==> src/rtl/core/adcb_pkg.sv <==
// Shared types and constants for the airtime duty cycle budget block.
// No dependencies; used by every RTL file of the block.
`default_nettype none

package adcb_pkg;

   localparam int OP_W       = 2;
   localparam int TIME_W     = 32;
   localparam int BUDGET_W   = 27;
   localparam int FACTOR_W   = 16;
   localparam int WINDOW_W   = 27;
   localparam int THRESH_W   = 16;
   localparam int Q_FRAC     = 8;
   localparam int Q_ONE      = 256;
   localparam int DIVISOR_W  = FACTOR_W + 1;
   localparam int DIVIDEND_W = TIME_W + Q_FRAC;
   localparam int DIV_STEPS  = DIVIDEND_W;
   localparam int DIV_CNT_W  = $clog2(DIV_STEPS);
   localparam int SUM_W      = TIME_W + 1;
   localparam int N_W        = 16;
   localparam int PROD_W     = N_W + DIVISOR_W;
   localparam int STRETCH_W  = PROD_W - Q_FRAC;
   localparam int CSR_ADDR_W = 4;
   localparam int CSR_DATA_W = 32;
   localparam int CSR_IDX_W  = 2;

   localparam logic [FACTOR_W-1:0] FACTOR_RESET = 16'd256;
   localparam logic [WINDOW_W-1:0] WINDOW_RESET = 27'd3600000;
   localparam logic [THRESH_W-1:0] THRESH_RESET = 16'd1000;

   typedef enum logic [OP_W-1:0] {
      OP_BEGIN = 2'd0,
      OP_CHECK = 2'd1,
      OP_START = 2'd2,
      OP_DONE  = 2'd3
   } op_type;

   typedef enum logic [CSR_IDX_W-1:0] {
      REG_FACTOR = 2'd0,
      REG_WINDOW = 2'd1,
      REG_THRESH = 2'd2
   } csr_index_type;

   typedef enum logic [2:0] {
      ST_IDLE,
      ST_DIVIDE,
      ST_REFILL,
      ST_SPEND,
      ST_SHORTFALL,
      ST_MULT,
      ST_FINISH
   } state_type;

   typedef struct packed {
      logic load;
      logic div_start;
      logic refill;
      logic spend;
      logic shortfall;
      logic mult;
      logic finish;
   } dp_cmd_type;

   typedef struct packed {
      logic div_done;
   } dp_status_type;

endpackage

`default_nettype wire

==> src/rtl/core/adcb_req_if.sv <==
// Request channel: operation and millisecond time, valid/ready handshake.
// Depends on adcb_pkg.
`default_nettype none

interface adcb_req_if;
   logic                          valid;
   logic                          ready;
   logic [adcb_pkg::OP_W-1:0]     operation;
   logic [adcb_pkg::TIME_W-1:0]   now_ms;

   modport source (output valid, output operation, output now_ms, input ready);
   modport sink   (input valid, input operation, input now_ms, output ready);
endinterface

`default_nettype wire

==> src/rtl/core/adcb_rsp_if.sv <==
// Response channel: budget, next send time, send flag and airtime total.
// Depends on adcb_pkg.
`default_nettype none

interface adcb_rsp_if;
   logic                          valid;
   logic                          ready;
   logic [adcb_pkg::BUDGET_W-1:0] budget_ms;
   logic [adcb_pkg::TIME_W-1:0]   next_send_time;
   logic                          send_allowed;
   logic [adcb_pkg::TIME_W-1:0]   total_airtime_ms;

   modport source (output valid, output budget_ms, output next_send_time,
                   output send_allowed, output total_airtime_ms, input ready);
   modport sink   (input valid, input budget_ms, input next_send_time,
                   input send_allowed, input total_airtime_ms, output ready);
endinterface

`default_nettype wire

==> src/rtl/core/airtime_duty_cycle_budget_top.sv <==
// Top level of the transmit airtime token bucket.
// Depends on adcb_pkg, adcb_req_if, adcb_rsp_if, adcb_csr, adcb_dp, adcb_ctrl.
//
//   port       role     handshake          word
//   req_ch     sink     valid/ready        operation, now_ms
//   rsp_ch     source   valid/ready        budget_ms, next_send_time,
//                                          send_allowed, total_airtime_ms
//   csr_*      slave    APB, pready = 1    3 registers at 0x0, 0x4, 0x8
//
// Begin, check and done run divide, refill, spend, shortfall, multiply and finish; send
// start skips divide. The two 40-step restoring dividers (refill, cap) run side by side.
// One word is in work at a time; a finished response waits in its register
// while the next word is taken.
// Reset is synchronous; state clears to zero and registers to their defaults.
`default_nettype none

module airtime_duty_cycle_budget_top #(
   parameter int unsigned RESERVE_MS = 100
) (
   input  wire logic                              clock,
   input  wire logic                              reset,
   adcb_req_if.sink                               req_ch,
   adcb_rsp_if.source                             rsp_ch,
   input  wire logic                              csr_psel,
   input  wire logic                              csr_penable,
   input  wire logic                              csr_pwrite,
   input  wire logic [adcb_pkg::CSR_ADDR_W-1:0]   csr_paddr,
   input  wire logic [adcb_pkg::CSR_DATA_W-1:0]   csr_pwdata,
   output logic [adcb_pkg::CSR_DATA_W-1:0]        csr_prdata,
   output logic                                   csr_pready
);

   logic [adcb_pkg::FACTOR_W-1:0]  factor;
   logic [adcb_pkg::WINDOW_W-1:0]  window;
   logic [adcb_pkg::THRESH_W-1:0]  thresh;
   adcb_pkg::dp_cmd_type           cmd;
   adcb_pkg::dp_status_type        status;

   adcb_csr u_csr (
      .clock   (clock),
      .reset   (reset),
      .psel    (csr_psel),
      .penable (csr_penable),
      .pwrite  (csr_pwrite),
      .paddr   (csr_paddr),
      .pwdata  (csr_pwdata),
      .prdata  (csr_prdata),
      .pready  (csr_pready),
      .factor  (factor),
      .window  (window),
      .thresh  (thresh)
   );

   adcb_ctrl u_ctrl (
      .clock     (clock),
      .reset     (reset),
      .req_valid (req_ch.valid),
      .req_op    (req_ch.operation),
      .req_ready (req_ch.ready),
      .rsp_valid (rsp_ch.valid),
      .rsp_ready (rsp_ch.ready),
      .cmd       (cmd),
      .status    (status)
   );

   adcb_dp #(
      .RESERVE_MS (RESERVE_MS)
   ) u_dp (
      .clock                (clock),
      .reset                (reset),
      .cmd                  (cmd),
      .status               (status),
      .req_op               (req_ch.operation),
      .req_now              (req_ch.now_ms),
      .factor               (factor),
      .window               (window),
      .thresh               (thresh),
      .rsp_budget_ms        (rsp_ch.budget_ms),
      .rsp_next_send_time   (rsp_ch.next_send_time),
      .rsp_send_allowed     (rsp_ch.send_allowed),
      .rsp_total_airtime_ms (rsp_ch.total_airtime_ms)
   );

endmodule

`default_nettype wire

==> src/rtl/core/adcb_div.sv <==
// Radix-2 restoring divider, one quotient bit per cycle.
// Depends on adcb_pkg for the operand widths and step count.
`default_nettype none

module adcb_div (
   input  wire logic                              clock,
   input  wire logic                              reset,
   input  wire logic                              start,
   input  wire logic [adcb_pkg::DIVIDEND_W-1:0]   dividend,
   input  wire logic [adcb_pkg::DIVISOR_W-1:0]    divisor,
   output logic                                   done,
   output logic [adcb_pkg::DIVIDEND_W-1:0]        quotient
);

   logic                               busy_ff, busy_in;
   logic                               done_ff, done_in;
   logic [adcb_pkg::DIV_CNT_W-1:0]     cnt_ff, cnt_in;
   logic [adcb_pkg::DIVISOR_W-1:0]     rem_ff, rem_in;
   logic [adcb_pkg::DIVISOR_W-1:0]     dsr_ff, dsr_in;
   logic [adcb_pkg::DIVIDEND_W-1:0]    quo_ff, quo_in;

   logic [adcb_pkg::DIVISOR_W:0]       trial;
   logic [adcb_pkg::DIVISOR_W:0]       diff;
   logic                               fits;

   // quo_ff shifts the dividend out at the top and the quotient in at the bottom
   assign trial = {rem_ff, quo_ff[adcb_pkg::DIVIDEND_W-1]};
   assign diff  = trial - {1'b0, dsr_ff};
   assign fits  = (trial >= {1'b0, dsr_ff});

   always_comb begin
      busy_in = busy_ff;
      done_in = 1'b0;
      cnt_in  = cnt_ff;
      rem_in  = rem_ff;
      dsr_in  = dsr_ff;
      quo_in  = quo_ff;
      if (start) begin
         busy_in = 1'b1;
         cnt_in  = '0;
         rem_in  = '0;
         dsr_in  = divisor;
         quo_in  = dividend;
      end else if (busy_ff) begin
         rem_in = fits ? diff[adcb_pkg::DIVISOR_W-1:0] : trial[adcb_pkg::DIVISOR_W-1:0];
         quo_in = {quo_ff[adcb_pkg::DIVIDEND_W-2:0], fits};
         cnt_in = cnt_ff + 1'b1;
         if (cnt_ff == adcb_pkg::DIV_CNT_W'(adcb_pkg::DIV_STEPS - 1)) begin
            busy_in = 1'b0;
            done_in = 1'b1;
         end
      end
   end

   always_ff @(posedge clock) begin
      if (reset) begin
         busy_ff <= 1'b0;
         done_ff <= 1'b0;
         cnt_ff  <= '0;
      end else begin
         busy_ff <= busy_in;
         done_ff <= done_in;
         cnt_ff  <= cnt_in;
      end
      rem_ff <= rem_in;
      dsr_ff <= dsr_in;
      quo_ff <= quo_in;
   end

   assign done     = done_ff;
   assign quotient = quo_ff;

endmodule

`default_nettype wire

==> src/rtl/core/adcb_csr.sv <==
// APB-style register file: budget factor, window length, send threshold.
// Depends on adcb_pkg for widths, reset values and register indexes.
`default_nettype none

module adcb_csr (
   input  wire logic                              clock,
   input  wire logic                              reset,
   input  wire logic                              psel,
   input  wire logic                              penable,
   input  wire logic                              pwrite,
   input  wire logic [adcb_pkg::CSR_ADDR_W-1:0]   paddr,
   input  wire logic [adcb_pkg::CSR_DATA_W-1:0]   pwdata,
   output logic [adcb_pkg::CSR_DATA_W-1:0]        prdata,
   output logic                                   pready,
   output logic [adcb_pkg::FACTOR_W-1:0]          factor,
   output logic [adcb_pkg::WINDOW_W-1:0]          window,
   output logic [adcb_pkg::THRESH_W-1:0]          thresh
);

   logic [adcb_pkg::FACTOR_W-1:0]   factor_ff, factor_in;
   logic [adcb_pkg::WINDOW_W-1:0]   window_ff, window_in;
   logic [adcb_pkg::THRESH_W-1:0]   thresh_ff, thresh_in;
   logic [adcb_pkg::CSR_IDX_W-1:0]  index;
   logic                            wr_en;

   assign index = paddr[adcb_pkg::CSR_ADDR_W-1:2];
   assign wr_en = psel && penable && pwrite;

   always_comb begin
      factor_in = factor_ff;
      window_in = window_ff;
      thresh_in = thresh_ff;
      if (wr_en) begin
         case (index)
            adcb_pkg::REG_FACTOR: factor_in = pwdata[adcb_pkg::FACTOR_W-1:0];
            adcb_pkg::REG_WINDOW: window_in = pwdata[adcb_pkg::WINDOW_W-1:0];
            adcb_pkg::REG_THRESH: thresh_in = pwdata[adcb_pkg::THRESH_W-1:0];
            default: ;
         endcase
      end
   end

   always_comb begin
      case (index)
         adcb_pkg::REG_FACTOR: prdata = adcb_pkg::CSR_DATA_W'(factor_ff);
         adcb_pkg::REG_WINDOW: prdata = adcb_pkg::CSR_DATA_W'(window_ff);
         adcb_pkg::REG_THRESH: prdata = adcb_pkg::CSR_DATA_W'(thresh_ff);
         default:              prdata = '0;
      endcase
   end

   always_ff @(posedge clock) begin
      if (reset) begin
         factor_ff <= adcb_pkg::FACTOR_RESET;
         window_ff <= adcb_pkg::WINDOW_RESET;
         thresh_ff <= adcb_pkg::THRESH_RESET;
      end else begin
         factor_ff <= factor_in;
         window_ff <= window_in;
         thresh_ff <= thresh_in;
      end
   end

   assign pready = 1'b1;
   assign factor = factor_ff;
   assign window = window_ff;
   assign thresh = thresh_ff;

endmodule

`default_nettype wire

==> src/rtl/core/adcb_dp.sv <==
// Budget datapath: two serial dividers for refill and cap, budget state,
// shortfall multiply and the response word register.
// Depends on adcb_pkg and adcb_div.
`default_nettype none

module adcb_dp #(
   parameter int unsigned RESERVE_MS = 100
) (
   input  wire logic                              clock,
   input  wire logic                              reset,
   input  wire adcb_pkg::dp_cmd_type              cmd,
   output adcb_pkg::dp_status_type                status,
   input  wire logic [adcb_pkg::OP_W-1:0]         req_op,
   input  wire logic [adcb_pkg::TIME_W-1:0]       req_now,
   input  wire logic [adcb_pkg::FACTOR_W-1:0]     factor,
   input  wire logic [adcb_pkg::WINDOW_W-1:0]     window,
   input  wire logic [adcb_pkg::THRESH_W-1:0]     thresh,
   output logic [adcb_pkg::BUDGET_W-1:0]          rsp_budget_ms,
   output logic [adcb_pkg::TIME_W-1:0]            rsp_next_send_time,
   output logic                                   rsp_send_allowed,
   output logic [adcb_pkg::TIME_W-1:0]            rsp_total_airtime_ms
);

   localparam logic [adcb_pkg::N_W-1:0] RESERVE = adcb_pkg::N_W'(RESERVE_MS);

   // working word and budget state
   adcb_pkg::op_type                  op_ff, op_in;
   logic [adcb_pkg::TIME_W-1:0]       now_ff, now_in;
   logic [adcb_pkg::BUDGET_W-1:0]     budget_ff, budget_in;
   logic [adcb_pkg::TIME_W-1:0]       last_ff, last_in;
   logic [adcb_pkg::TIME_W-1:0]       next_ff, next_in;
   logic [adcb_pkg::TIME_W-1:0]       start_ff, start_in;
   logic [adcb_pkg::TIME_W-1:0]       total_ff, total_in;
   logic [adcb_pkg::TIME_W-1:0]       air_ff, air_in;
   logic                              push_ff, push_in;
   logic                              allowed_ff, allowed_in;
   logic [adcb_pkg::N_W-1:0]          n_ff, n_in;
   logic [adcb_pkg::STRETCH_W-1:0]    stretch_ff, stretch_in;

   // response word
   logic [adcb_pkg::BUDGET_W-1:0]     out_budget_ff, out_budget_in;
   logic [adcb_pkg::TIME_W-1:0]       out_next_ff, out_next_in;
   logic                              out_allowed_ff, out_allowed_in;
   logic [adcb_pkg::TIME_W-1:0]       out_total_ff, out_total_in;

   logic [adcb_pkg::DIVISOR_W-1:0]    divisor;
   logic [adcb_pkg::TIME_W-1:0]       elapsed;
   logic [adcb_pkg::DIVIDEND_W-1:0]   dividend_a, dividend_b;
   logic [adcb_pkg::DIVIDEND_W-1:0]   quo_a, quo_b;
   logic                              done_a, done_b;
   logic [adcb_pkg::TIME_W-1:0]       refill;
   logic [adcb_pkg::BUDGET_W-1:0]     cap;
   logic [adcb_pkg::SUM_W-1:0]        sum;
   logic [adcb_pkg::BUDGET_W-1:0]     capped;
   logic [adcb_pkg::N_W-1:0]          limit;
   logic [adcb_pkg::TIME_W-1:0]       since_next;
   logic [adcb_pkg::PROD_W-1:0]       prod;

   // 1 / duty = (256 + factor) / 256
   assign divisor    = adcb_pkg::DIVISOR_W'(factor) + adcb_pkg::DIVISOR_W'(adcb_pkg::Q_ONE);
   assign elapsed    = req_now - last_ff;
   assign dividend_a = {elapsed, {adcb_pkg::Q_FRAC{1'b0}}};
   assign dividend_b = {{(adcb_pkg::DIVIDEND_W - adcb_pkg::WINDOW_W - adcb_pkg::Q_FRAC){1'b0}},
                        window, {adcb_pkg::Q_FRAC{1'b0}}};

   adcb_div u_div_refill (
      .clock    (clock),
      .reset    (reset),
      .start    (cmd.div_start),
      .dividend (dividend_a),
      .divisor  (divisor),
      .done     (done_a),
      .quotient (quo_a)
   );

   adcb_div u_div_cap (
      .clock    (clock),
      .reset    (reset),
      .start    (cmd.div_start),
      .dividend (dividend_b),
      .divisor  (divisor),
      .done     (done_b),
      .quotient (quo_b)
   );

   assign status.div_done = done_a && done_b;

   // quotients never exceed their undivided inputs, so the upper bits are zero
   assign refill = quo_a[adcb_pkg::TIME_W-1:0];
   assign cap    = quo_b[adcb_pkg::BUDGET_W-1:0];
   assign sum    = adcb_pkg::SUM_W'(budget_ff) + adcb_pkg::SUM_W'(refill);
   assign capped = (sum > adcb_pkg::SUM_W'(cap)) ? cap : sum[adcb_pkg::BUDGET_W-1:0];

   assign limit      = (op_ff == adcb_pkg::OP_CHECK) ? thresh : RESERVE;
   assign since_next = now_ff - next_ff;
   assign prod       = adcb_pkg::PROD_W'(n_ff) * adcb_pkg::PROD_W'(divisor);

   always_comb begin
      op_in          = op_ff;
      now_in         = now_ff;
      budget_in      = budget_ff;
      last_in        = last_ff;
      next_in        = next_ff;
      start_in       = start_ff;
      total_in       = total_ff;
      air_in         = air_ff;
      push_in        = push_ff;
      allowed_in     = allowed_ff;
      n_in           = n_ff;
      stretch_in     = stretch_ff;
      out_budget_in  = out_budget_ff;
      out_next_in    = out_next_ff;
      out_allowed_in = out_allowed_ff;
      out_total_in   = out_total_ff;

      if (cmd.load) begin
         op_in  = adcb_pkg::op_type'(req_op);
         now_in = req_now;
      end

      if (cmd.refill) begin
         air_in = now_ff - start_ff;
         case (op_ff)
            adcb_pkg::OP_BEGIN: begin
               budget_in = cap;
               last_in   = now_ff;
            end
            adcb_pkg::OP_CHECK, adcb_pkg::OP_DONE: begin
               if (refill != '0) begin
                  budget_in = capped;
                  last_in   = now_ff;
               end
            end
            adcb_pkg::OP_START: start_in = now_ff;
            default: ;
         endcase
      end

      if (cmd.spend && (op_ff == adcb_pkg::OP_DONE)) begin
         total_in = total_ff + air_ff;
         if (air_ff > adcb_pkg::TIME_W'(budget_ff))
            budget_in = '0;
         else
            budget_in = budget_ff - air_ff[adcb_pkg::BUDGET_W-1:0];
      end

      if (cmd.shortfall) begin
         push_in    = budget_ff < adcb_pkg::BUDGET_W'(limit);
         n_in       = limit - budget_ff[adcb_pkg::N_W-1:0];
         // signed compare across the wrap: now strictly after next send time
         allowed_in = (op_ff == adcb_pkg::OP_CHECK) && !push_in &&
                      (since_next != '0) && !since_next[adcb_pkg::TIME_W-1];
      end

      if (cmd.mult)
         stretch_in = prod[adcb_pkg::PROD_W-1:adcb_pkg::Q_FRAC];

      if (cmd.finish) begin
         case (op_ff)
            adcb_pkg::OP_BEGIN: next_in = now_ff;
            adcb_pkg::OP_CHECK: begin
               if (push_ff)
                  next_in = now_ff + adcb_pkg::TIME_W'(stretch_ff);
            end
            adcb_pkg::OP_DONE:
               next_in = push_ff ? now_ff + adcb_pkg::TIME_W'(stretch_ff) : now_ff;
            default: ;
         endcase
         out_budget_in  = budget_ff;
         out_next_in    = next_in;
         out_allowed_in = allowed_ff;
         out_total_in   = total_ff;
      end
   end

   always_ff @(posedge clock) begin
      if (reset) begin
         budget_ff <= '0;
         last_ff   <= '0;
         next_ff   <= '0;
         start_ff  <= '0;
         total_ff  <= '0;
      end else begin
         budget_ff <= budget_in;
         last_ff   <= last_in;
         next_ff   <= next_in;
         start_ff  <= start_in;
         total_ff  <= total_in;
      end
      op_ff          <= op_in;
      now_ff         <= now_in;
      air_ff         <= air_in;
      push_ff        <= push_in;
      allowed_ff     <= allowed_in;
      n_ff           <= n_in;
      stretch_ff     <= stretch_in;
      out_budget_ff  <= out_budget_in;
      out_next_ff    <= out_next_in;
      out_allowed_ff <= out_allowed_in;
      out_total_ff   <= out_total_in;
   end

   assign rsp_budget_ms        = out_budget_ff;
   assign rsp_next_send_time   = out_next_ff;
   assign rsp_send_allowed     = out_allowed_ff;
   assign rsp_total_airtime_ms = out_total_ff;

endmodule

`default_nettype wire

==> src/rtl/core/adcb_ctrl.sv <==
// Sequencer for one request word: divide (skipped for a send start), refill, spend,
// shortfall, multiply, finish; owns the handshakes. Depends on adcb_pkg.
`default_nettype none

module adcb_ctrl (
   input  wire logic                        clock,
   input  wire logic                        reset,
   input  wire logic                        req_valid,
   input  wire logic [adcb_pkg::OP_W-1:0]   req_op,
   output logic                             req_ready,
   output logic                             rsp_valid,
   input  wire logic                        rsp_ready,
   output adcb_pkg::dp_cmd_type             cmd,
   input  wire adcb_pkg::dp_status_type     status
);

   adcb_pkg::state_type state_ff, state_in;
   logic                rsp_valid_ff, rsp_valid_in;

   always_ff @(posedge clock) begin
      if (reset) begin
         state_ff     <= adcb_pkg::ST_IDLE;
         rsp_valid_ff <= 1'b0;
      end else begin
         state_ff     <= state_in;
         rsp_valid_ff <= rsp_valid_in;
      end
   end

   always_comb begin
      state_in  = state_ff;
      cmd       = '0;
      req_ready = 1'b0;
      case (state_ff)
         adcb_pkg::ST_IDLE: begin
            req_ready = 1'b1;
            if (req_valid) begin
               cmd.load = 1'b1;
               // a send start needs no refill or cap
               if (req_op == adcb_pkg::OP_START) begin
                  state_in = adcb_pkg::ST_REFILL;
               end else begin
                  cmd.div_start = 1'b1;
                  state_in      = adcb_pkg::ST_DIVIDE;
               end
            end
         end
         adcb_pkg::ST_DIVIDE: begin
            if (status.div_done)
               state_in = adcb_pkg::ST_REFILL;
         end
         adcb_pkg::ST_REFILL: begin
            cmd.refill = 1'b1;
            state_in   = adcb_pkg::ST_SPEND;
         end
         adcb_pkg::ST_SPEND: begin
            cmd.spend = 1'b1;
            state_in  = adcb_pkg::ST_SHORTFALL;
         end
         adcb_pkg::ST_SHORTFALL: begin
            cmd.shortfall = 1'b1;
            state_in      = adcb_pkg::ST_MULT;
         end
         adcb_pkg::ST_MULT: begin
            cmd.mult = 1'b1;
            state_in = adcb_pkg::ST_FINISH;
         end
         adcb_pkg::ST_FINISH: begin
            // output register free, or emptied at this edge
            if (!rsp_valid_ff || rsp_ready) begin
               cmd.finish = 1'b1;
               state_in   = adcb_pkg::ST_IDLE;
            end
         end
         default: state_in = adcb_pkg::ST_IDLE;
      endcase
   end

   always_comb begin
      rsp_valid_in = rsp_valid_ff;
      if (cmd.finish)
         rsp_valid_in = 1'b1;
      else if (rsp_valid_ff && rsp_ready)
         rsp_valid_in = 1'b0;
   end

   assign rsp_valid = rsp_valid_ff;

endmodule

`default_nettype wire

==> src/flat_wrapper.sv <==
// flat-port wrapper written by rule: the top's interface ports become plain ports
module airtime_duty_cycle_budget_top_flat 
#(
   parameter int unsigned RESERVE_MS = 100
)
  (clock, reset, csr_psel, csr_penable, csr_pwrite, csr_paddr, csr_pwdata, csr_prdata, csr_pready, req_ch_valid, req_ch_operation, req_ch_now_ms, req_ch_ready, rsp_ch_valid, rsp_ch_budget_ms, rsp_ch_next_send_time, rsp_ch_send_allowed, rsp_ch_total_airtime_ms, rsp_ch_ready);
  adcb_req_if req_ch_i ();
  adcb_rsp_if rsp_ch_i ();
  input  wire logic clock;
  input  wire logic reset;
  input  wire logic csr_psel;
  input  wire logic csr_penable;
  input  wire logic csr_pwrite;
  input  wire logic [adcb_pkg::CSR_ADDR_W-1:0] csr_paddr;
  input  wire logic [adcb_pkg::CSR_DATA_W-1:0] csr_pwdata;
  output logic [adcb_pkg::CSR_DATA_W-1:0] csr_prdata;
  output logic csr_pready;
  input wire logic [$bits(req_ch_i.valid)-1:0] req_ch_valid;
  input wire logic [$bits(req_ch_i.operation)-1:0] req_ch_operation;
  input wire logic [$bits(req_ch_i.now_ms)-1:0] req_ch_now_ms;
  output wire logic [$bits(req_ch_i.ready)-1:0] req_ch_ready;
  output wire logic [$bits(rsp_ch_i.valid)-1:0] rsp_ch_valid;
  output wire logic [$bits(rsp_ch_i.budget_ms)-1:0] rsp_ch_budget_ms;
  output wire logic [$bits(rsp_ch_i.next_send_time)-1:0] rsp_ch_next_send_time;
  output wire logic [$bits(rsp_ch_i.send_allowed)-1:0] rsp_ch_send_allowed;
  output wire logic [$bits(rsp_ch_i.total_airtime_ms)-1:0] rsp_ch_total_airtime_ms;
  input wire logic [$bits(rsp_ch_i.ready)-1:0] rsp_ch_ready;
  assign req_ch_i.valid = req_ch_valid;
  assign req_ch_i.operation = req_ch_operation;
  assign req_ch_i.now_ms = req_ch_now_ms;
  assign req_ch_ready = req_ch_i.ready;
  assign rsp_ch_valid = rsp_ch_i.valid;
  assign rsp_ch_budget_ms = rsp_ch_i.budget_ms;
  assign rsp_ch_next_send_time = rsp_ch_i.next_send_time;
  assign rsp_ch_send_allowed = rsp_ch_i.send_allowed;
  assign rsp_ch_total_airtime_ms = rsp_ch_i.total_airtime_ms;
  assign rsp_ch_i.ready = rsp_ch_ready;
  airtime_duty_cycle_budget_top #(.RESERVE_MS(RESERVE_MS)) u_core (.clock(clock), .reset(reset), .req_ch(req_ch_i), .rsp_ch(rsp_ch_i), .csr_psel(csr_psel), .csr_penable(csr_penable), .csr_pwrite(csr_pwrite), .csr_paddr(csr_paddr), .csr_pwdata(csr_pwdata), .csr_prdata(csr_prdata), .csr_pready(csr_pready));
endmodule
==> config.mk <==
export PLATFORM = sky130hd
export DESIGN_NAME = airtime_duty_cycle_budget_top_flat
export DESIGN_NICKNAME = d
export VERILOG_FILES = /design/src/rtl/core/adcb_pkg.sv /design/src/rtl/core/adcb_req_if.sv /design/src/rtl/core/adcb_rsp_if.sv /design/src/rtl/core/airtime_duty_cycle_budget_top.sv /design/src/rtl/core/adcb_div.sv /design/src/rtl/core/adcb_csr.sv /design/src/rtl/core/adcb_dp.sv /design/src/rtl/core/adcb_ctrl.sv /design/src/flat_wrapper.sv
export SDC_FILE = /design/constraint.sdc
export NUM_CORES = 2
export LEC_CHECK = 0
export ABC_AREA = 1
export BUFFER_PORTS_ARGS = -buffer_cell sky130_fd_sc_hd__buf_4
export CAP_MARGIN = 20
export CORE_MARGIN = 2
export CORE_UTILIZATION = 38
export DETAILED_ROUTE_END_ITERATION = 8
export PLACE_DENSITY = 0.61
export SYNTH_ARGS = -nofsm -noshare
export SYNTH_HDL_FRONTEND = slang
export SYNTH_SLANG_ARGS = --single-unit
==> constraint.sdc <==
create_clock -name clock -period 11.34 [get_ports clock]
set_input_delay 0 -clock clock [delete_from_list [all_inputs] [get_ports clock]]
set_output_delay 0 -clock clock [all_outputs]
set_load 0.01 [all_outputs]
Yosys cells after proc, flatten, opt, wreduce, memory -nomap -nowiden

Cells that the tools add are included.

Bits in registers: 566

Add/sub/neg operators: 13
$mul: 1
Order comparisons: 5
Equality and inequality tests: 19
Muxes and demuxes: 44
Bitwise logic cells: 2
Reduce and logical (&&, ||, !) cells: 34

Operators with widths:

| cell                                           | number |
|---|---|
| 2-to-1 mux 27 bit                              | 5 |
| 2-to-1 mux 32 bit                              | 3 |
| one-hot mux 32 bit (3 select lines)            | 1 |
| subtractor 32 bit                              | 3 |
| one-hot mux 27 bit (3 select lines)            | 1 |
| 2-to-1 mux 40 bit                              | 2 |
| 2-to-1 mux 35 bit                              | 2 |
| one-hot mux 32 bit (2 select lines)            | 1 |
| nonzero test 32 bit                            | 2 |
| one-hot mux 27 bit (2 select lines)            | 1 |
| greater-or-equal comparator 18 x 17 -> 1 bit   | 2 |
| 2-to-1 mux 17 bit                              | 2 |
| subtractor 17 bit                              | 2 |
| adder 27 x 32 -> 33 bit                        | 1 |
| greater-than comparator 33 x 27 -> 1 bit       | 1 |
| multiplier 16 x 17 -> 33 bit                   | 1 |
| adder 32 x 25 -> 32 bit                        | 1 |
| adder 32 bit                                   | 1 |
| greater-than comparator 32 x 27 -> 1 bit       | 1 |
| < comparator 27 x 16 -> 1 bit                  | 1 |
| subtractor 27 bit                              | 1 |
| one-hot mux 3 bit (7 select lines)             | 1 |
| 2-to-1 mux 1 bit                               | 18 |
| adder 16 x 9 -> 17 bit (second input constant) | 1 |
| other kinds (26)                               | 63 |

Logic depth before layout (Yosys ltp)

Depth in word-level cells: 7
Mapped depth: 31
Depth with buffers taken out: 31

Hierarchy

A second synthesis with hierarchy kept.

Cell total of the unflattened synthesis: 6476
Area total of the unflattened synthesis: 48461.5 um^2

Modules (own cells, without submodules):

| module                               | instances | cells each | area an instance (um^2) | seq. area each (um^2) |
|---|---|---|---|---|
| adcb_dp                              | 1         | 4822       | 36198.5                 | 9138.8 |
| adcb_div at u_core.u_dp.u_div_refill | 1         | 582        | 4573.1                  | 2212.1 |
| adcb_div at u_core.u_dp.u_div_cap    | 1         | 586        | 4563.1                  | 2212.1 |
| adcb_csr                             | 1         | 436        | 2810.2                  | 1181.1 |
| adcb_ctrl                            | 1         | 50         | 316.6                   | 80.1 |

Worst setup path before layout

Ideal clock, no wire load.

Path type: register -> register
From: reg u_core.u_csr.factor_ff, in the netlist u_core.u_csr.factor[9]
To: reg u_core.u_dp.stretch_ff[21] in the netlist's numbering (data pin)
Setup time: 0.261 ns
Data arrival time: 6.018 ns
Required time: 11.079 ns
Slack: 5.061 ns
Stages on the path, launching flop included: 26
Cells stage by stage: dfxtp_1 ha_1 clkbuf_1 clkbuf_1 nand2_1 fa_1 fa_1 fa_1 fa_1 inv_1 fa_1 inv_1 fa_1 inv_1 ha_1 nand2_1 nor2_1 nand4_1 o21bai_1 nand3_1 nand2_1 a31oi_1 o21ai_0 nand3_1 nand2_1 xor2_1

Longest elaborated chain between the ends: 2

Ends and longest elaborated chain:

| item                                   | line           | text |
|---|---|---|
| from (decl)                            | adcb_csr.sv:20 | `logic [adcb_pkg::FACTOR_W-1:0] factor_ff, factor_in;` |
| from (signal assigned)                 | adcb_csr.sv:54 | `factor_ff <= adcb_pkg::FACTOR_RESET;` |
| from (signal assigned)                 | adcb_csr.sv:58 | `factor_ff <= factor_in;` |
| adder 16 x 9 -> 17 bit                 | adcb_dp.sv:60  | `assign divisor = adcb_pkg::DIVISOR_W'(factor) + adcb_pkg::DIVISOR_W'(adcb_pkg::Q_ONE);` |
| named net u_core.u_dp.divisor, one bit | adcb_dp.sv:46  | `logic [adcb_pkg::DIVISOR_W-1:0] divisor;` |
| multiplier 16 x 17 -> 33 bit           | adcb_dp.sv:96  | `assign prod = adcb_pkg::PROD_W'(n_ff) * adcb_pkg::PROD_W'(divisor);` |
| named net u_core.u_dp.prod, one bit    | adcb_dp.sv:57  | `logic [adcb_pkg::PROD_W-1:0] prod;` |
| to (signal assigned)                   | adcb_dp.sv:196 | `stretch_ff <= stretch_in;` |
| to (decl)                              | adcb_dp.sv:38  | `logic [adcb_pkg::STRETCH_W-1:0] stretch_ff, stretch_in;` |

The timed path passes the listed nets, and every way through them passes these cells.
A chain may end at the register's enable or synchronous reset.

Worst setup path after layout

From: reg u_core.u_csr.factor_ff, in the netlist u_core.u_csr.factor[8]
To: reg u_core.u_dp.stretch_ff[20] in the netlist's numbering (data pin)

Longest elaborated chain between the ends: 2

Ends and longest elaborated chain:

| item                                | line |
|---|---|
| adder 16 x 9 -> 17 bit              | adcb_dp.sv:60 |
| multiplier 16 x 17 -> 33 bit        | adcb_dp.sv:96 |
| named net u_core.u_dp.prod, one bit | adcb_dp.sv:57 |

The timed path passes the listed nets, and every way through them passes these cells.

==> flow_metrics.py <==
metrics = {
    "worst_setup_path": {
        "critPathMostFrequentCell": "sky130_fd_sc_hd__nand2_1",
        "cp_slowest_stage_delay_ns": 0.68,
        "launching_point_of_the_worst_reg2reg_path": "u_core.u_csr.factor[8]$_SDFFE_PP1P_",
        "critical_path.max_fanout": 11,
        "critPathLaunchType": "register",
        "required_ns": 11.72,
        "crit_path_top_delay_cell": "sky130_fd_sc_hd__dfxtp_1",
        "worstPathArrival_ns": 7.84,
        "endpoint_kind": "register",
        "worstSetupPathType": "register to register",
        "worst-r2r-cell-count": 27,
        "timing.reg2reg.setup_slack_ns": 3.88,
        "r2r-end": "u_core.u_dp.stretch_ff[20]$_DFFE_PN_",
    },
    "layout": {
        "layout_commonest_cell": "sky130_fd_sc_hd__nand2_1",
        "finish.net_count": 6872,
        "final_util": 0.4349,
        "flow.area_growth_from_synthesis_pct": 13.62,
        "most-common-layout-cells": "sky130_fd_sc_hd__nand2_1 (1,103), sky130_fd_sc_hd__inv_1 (1,038), sky130_fd_sc_hd__a21oi_1 (535), sky130_fd_sc_hd__o21ai_0 (485), sky130_fd_sc_hd__nor2_1 (477)",
        "drive_gt1_frac": 0.07295,
    },
    "global_route": {
        "grtUsageMet1": 0.3393,
        "met3_usage": 0.02869,
        "number_of_global_route_vias_before_repair": 39240,
        "grt_antenna_before_repair": 3,
        "grt_start_max_net_pins": 90,
        "grt.total_usage": 0.2426,
        "total_overflow_reported_by_the_global_router": 0,
        "globalRoute.busiestLayer": "met2",
        "global_route_wire_length_before_repair_um": 231200,
        "globalRouteMet2Util": 0.3876,
    },
    "min_path": {
        "timing.hold.worst_endpoint": "u_core.u_csr.factor[8]$_SDFFE_PP1P_",
        "worst_hold_path_type": "input pin to register",
        "whs_path_depth": 5,
        "hold_path.startpoint": "csr_penable",
    },
    "timing": {
        "post-route-min-period_ns": 7.461,
        "achievable-frequency_mhz": 134.0,
        "timing.final.setup_violations": 0,
        "hold_violations": 0,
        "fin_setup_tns_ns": 0,
        "layout_worst_path_cycle_share": 0.6580,
        "tightest_slew_ns": 1.115,
        "rsz0062_at_grt": "no",
        "max_slew_margin": 0.2561,
        "maxSlewViolCount": 0,
        "fin_skew_ns": 0.04416,
    },
    "yosys": {
        "synth_edf_count": 277,
        "yosysUniqueCellTypes": 67,
        "synth_top_cells_by_area": "sky130_fd_sc_hd__edfxtp_1 (18%), sky130_fd_sc_hd__dfxtp_1 (13%), sky130_fd_sc_hd__ha_1 (12%)",
        "postSynth.asyncResetShare": 0,
        "synth.yosys.seq_area_share": 0.3071,
        "synthDominantCellAreaShare": 0.1811,
        "synth_area_leader": "sky130_fd_sc_hd__edfxtp_1",
        "post_synthesis_instance_area_um2": 45920,
        "mean_area_per_synthesized_cell_um2": 7.717,
        "yosys_most_used_dff": "sky130_fd_sc_hd__dfxtp_1",
        "synthesis.instances": 5951,
        "ys_ff_latch": 566,
        "yosysWarningCount": 0,
    },
    "detailed_routing": {
        "wl_per_cell_um": 19.24,
        "antenna_violating_nets_post_route": 0,
        "routed_via_density": 5.218,
        "violation_count_after_the_first_detailed_routing_iteration": 3428,
        "finalWirelength_um": 150500,
        "remaining_drc_errors": 0,
        "drt_first_pass_iters": 6,
        "vias": 40830,
    },
    "place": {
        "place.detailed.hpwl_um": 117800,
        "io_buffers": 190,
        "global_placer_s_final_weighted_congestion": 0.9605,
    },
    "run": {
        "maxCapViolations": 0,
    },
    "die": {
        "vertical_die_dimension_um": 351.6,
        "design.portCount": 204,
        "floorplan.die.width_um": 351.6,
        "num_rows": 127,
        "floorplan.core_area_um2": 120000,
        "initial_core_util": 0.3828,
        "die_area_um2": 123600,
    },
    "status": {
        "result_of_the_run": "finished clean",
    },
    "clock_network": {
        "cts-buffers-inserted": 70,
        "reg_clk_slew_reported_paths_ns": 0.06,
        "cts_tree": "yes",
        "clk_path_buf_depth": 3,
        "post_cts.resized_instances": 0,
        "clkLatencyLatePin_ns": 0.65,
        "clock-sinks": 566,
        "cts.root.buffer_cell": "sky130_fd_sc_hd__clkbuf_16",
        "cts_htree_levels": 3,
    },
    "pwr": {
        "ir_drop_mv": 0.1337,
        "report.power.total_uw": 9564,
        "leakagePower_uw": 0.02441,
        "power_per_cell_area_nw_per_um2": 183.3,
    },
}
-- worst max path at each step --
stage,start,endpoint
after floorplan,u_core.u_csr.factor[9]$_SDFFE_PP0P_,u_core.u_dp.stretch_ff[21]$_DFFE_PN_
after global placement,u_core.u_csr.factor[8]$_SDFFE_PP1P_,u_core.u_dp.stretch_ff[20]$_DFFE_PN_
after detailed placement,u_core.u_csr.factor[8]$_SDFFE_PP1P_,u_core.u_dp.stretch_ff[20]$_DFFE_PN_
after CTS,u_core.u_csr.factor[8]$_SDFFE_PP1P_,u_core.u_dp.stretch_ff[20]$_DFFE_PN_
after global routing,u_core.u_csr.factor[8]$_SDFFE_PP1P_,u_core.u_dp.stretch_ff[20]$_DFFE_PN_
final,u_core.u_csr.factor[8]$_SDFFE_PP1P_,u_core.u_dp.stretch_ff[20]$_DFFE_PN_
-- power breakdown --
part / total, uW / leakage, uW / switching, uW / internal, uW
Sequential: 2970 / 0.00494 / 399 / 2580
Combinational: 4220 / 0.0183 / 2780 / 1440
Clock: 2370 / 0.00117 / 977 / 1400
Total: 9560 / 0.0244 / 4160 / 5410
-- state kept, by name (all words and copies together) (netlist names), 17 cells and up --
name                               flops
u_core.u_csr.window                   27
u_core.u_dp.air_ff                    32
u_core.u_dp.budget_ff                 27
u_core.u_dp.last_ff                   32
u_core.u_dp.next_ff                   32
u_core.u_dp.now_ff                    32
u_core.u_dp.rsp_budget_ms             27
u_core.u_dp.rsp_next_send_time        32
u_core.u_dp.rsp_total_airtime_ms      32
u_core.u_dp.start_ff                  32
u_core.u_dp.stretch_ff                25
u_core.u_dp.total_ff                  32
u_core.u_dp.u_div_cap.quotient        40
u_core.u_dp.u_div_cap.rem_ff          17
u_core.u_dp.u_div_refill.dsr_ff       17
u_core.u_dp.u_div_refill.quotient     40
u_core.u_dp.u_div_refill.rem_ff       17
-- metrics by stage --
stage / cell area, um^2 / hold slack, ns / cells / worst slack (ns)
6_report: 52180 / 0.05969 / 7824 / 3.879
5_1_grt: 52170 / 0.08164 / 7822 / 3.317
4_1_cts: 52090 / 0.02935 / 7818 / 3.904
3_5_place_dp: 49030 / 0.2027 / 7624 / 4.011
3_3_place_gp: 49030 / 0.2011 / 7624 / 4.077
2_1_floorplan: 45940 / 0.09887 / 5955 / 5.061
-- critical path, delay by kind of cell (launching register included) --
family                   cells  cell delay (ns)
AND/OR/NAND/NOR             11             1.27
AO/OA/AOI/OAI                4             0.94
flip-flops                   1             0.68
buffers and inverters        4             0.60
adder cells (fa/ha/maj)      8             3.68
-- kinds of logic (layout without fill, tap and decap cells) --
group	after synthesis	in the layout	share of synthesized area
other cells	2	8	0.0001635
simple gates	1958	1958	0.1770
mux	1	1	0.0002180
fa+ha+maj	643	643	0.2107
compound gates	1350	1350	0.1645
xor+xnor	204	204	0.03891
flops	566	566	0.3071
buf+inv	1227	1482	0.1014
-- synthesized netlist by cell type, types with 10 or more instances --
library cell / instances
sky130_fd_sc_hd__a21boi_0: 12
sky130_fd_sc_hd__a21o_1: 26
sky130_fd_sc_hd__a21oi_1: 535
sky130_fd_sc_hd__a21oi_2: 20
sky130_fd_sc_hd__a221oi_1: 11
sky130_fd_sc_hd__a22oi_1: 10
sky130_fd_sc_hd__a31oi_1: 24
sky130_fd_sc_hd__buf_1: 10
sky130_fd_sc_hd__clkbuf_1: 149
sky130_fd_sc_hd__dfxtp_1: 289
sky130_fd_sc_hd__edfxtp_1: 277
sky130_fd_sc_hd__fa_1: 217
sky130_fd_sc_hd__ha_1: 426
sky130_fd_sc_hd__inv_1: 1042
sky130_fd_sc_hd__nand2_1: 1104
sky130_fd_sc_hd__nand2_2: 24
sky130_fd_sc_hd__nand3_1: 169
sky130_fd_sc_hd__nand3_2: 21
sky130_fd_sc_hd__nand4_1: 52
sky130_fd_sc_hd__nor2_1: 484
sky130_fd_sc_hd__nor3_1: 51
sky130_fd_sc_hd__nor4_1: 20
sky130_fd_sc_hd__o211ai_1: 49
sky130_fd_sc_hd__o21a_1: 24
sky130_fd_sc_hd__o21ai_0: 485
sky130_fd_sc_hd__o21ai_1: 17
sky130_fd_sc_hd__o21bai_1: 23
sky130_fd_sc_hd__o221ai_1: 24
sky130_fd_sc_hd__o22ai_1: 52
sky130_fd_sc_hd__xnor2_1: 78
sky130_fd_sc_hd__xor2_1: 126
-- final cells by class --
cell class              instances  area [um^2]
fillers                     12130        67790
multi-input cells            4162        27220
flip-flops and latches        566        14100
inverters                    1052         3954
repair buffers                300         2461
well taps                    1612         2017
clock buffers                  86         1863
clock inverters                44        556.8
diodes                          2        5.005
-- routing by layer --
metal	part of all wire	vias to the layer above
met2	0.45	1298
met1	0.46	19360
li1	-	19930
met4	0.034	2
met3	0.060	240
met5	0.00013	-
-- what timing repair did --
item	in CTS	in global routing
hold endpoints to repair	103	0
setup buffers	0	0
hold buffers	64	0
(Power assumes the default switching activity.)
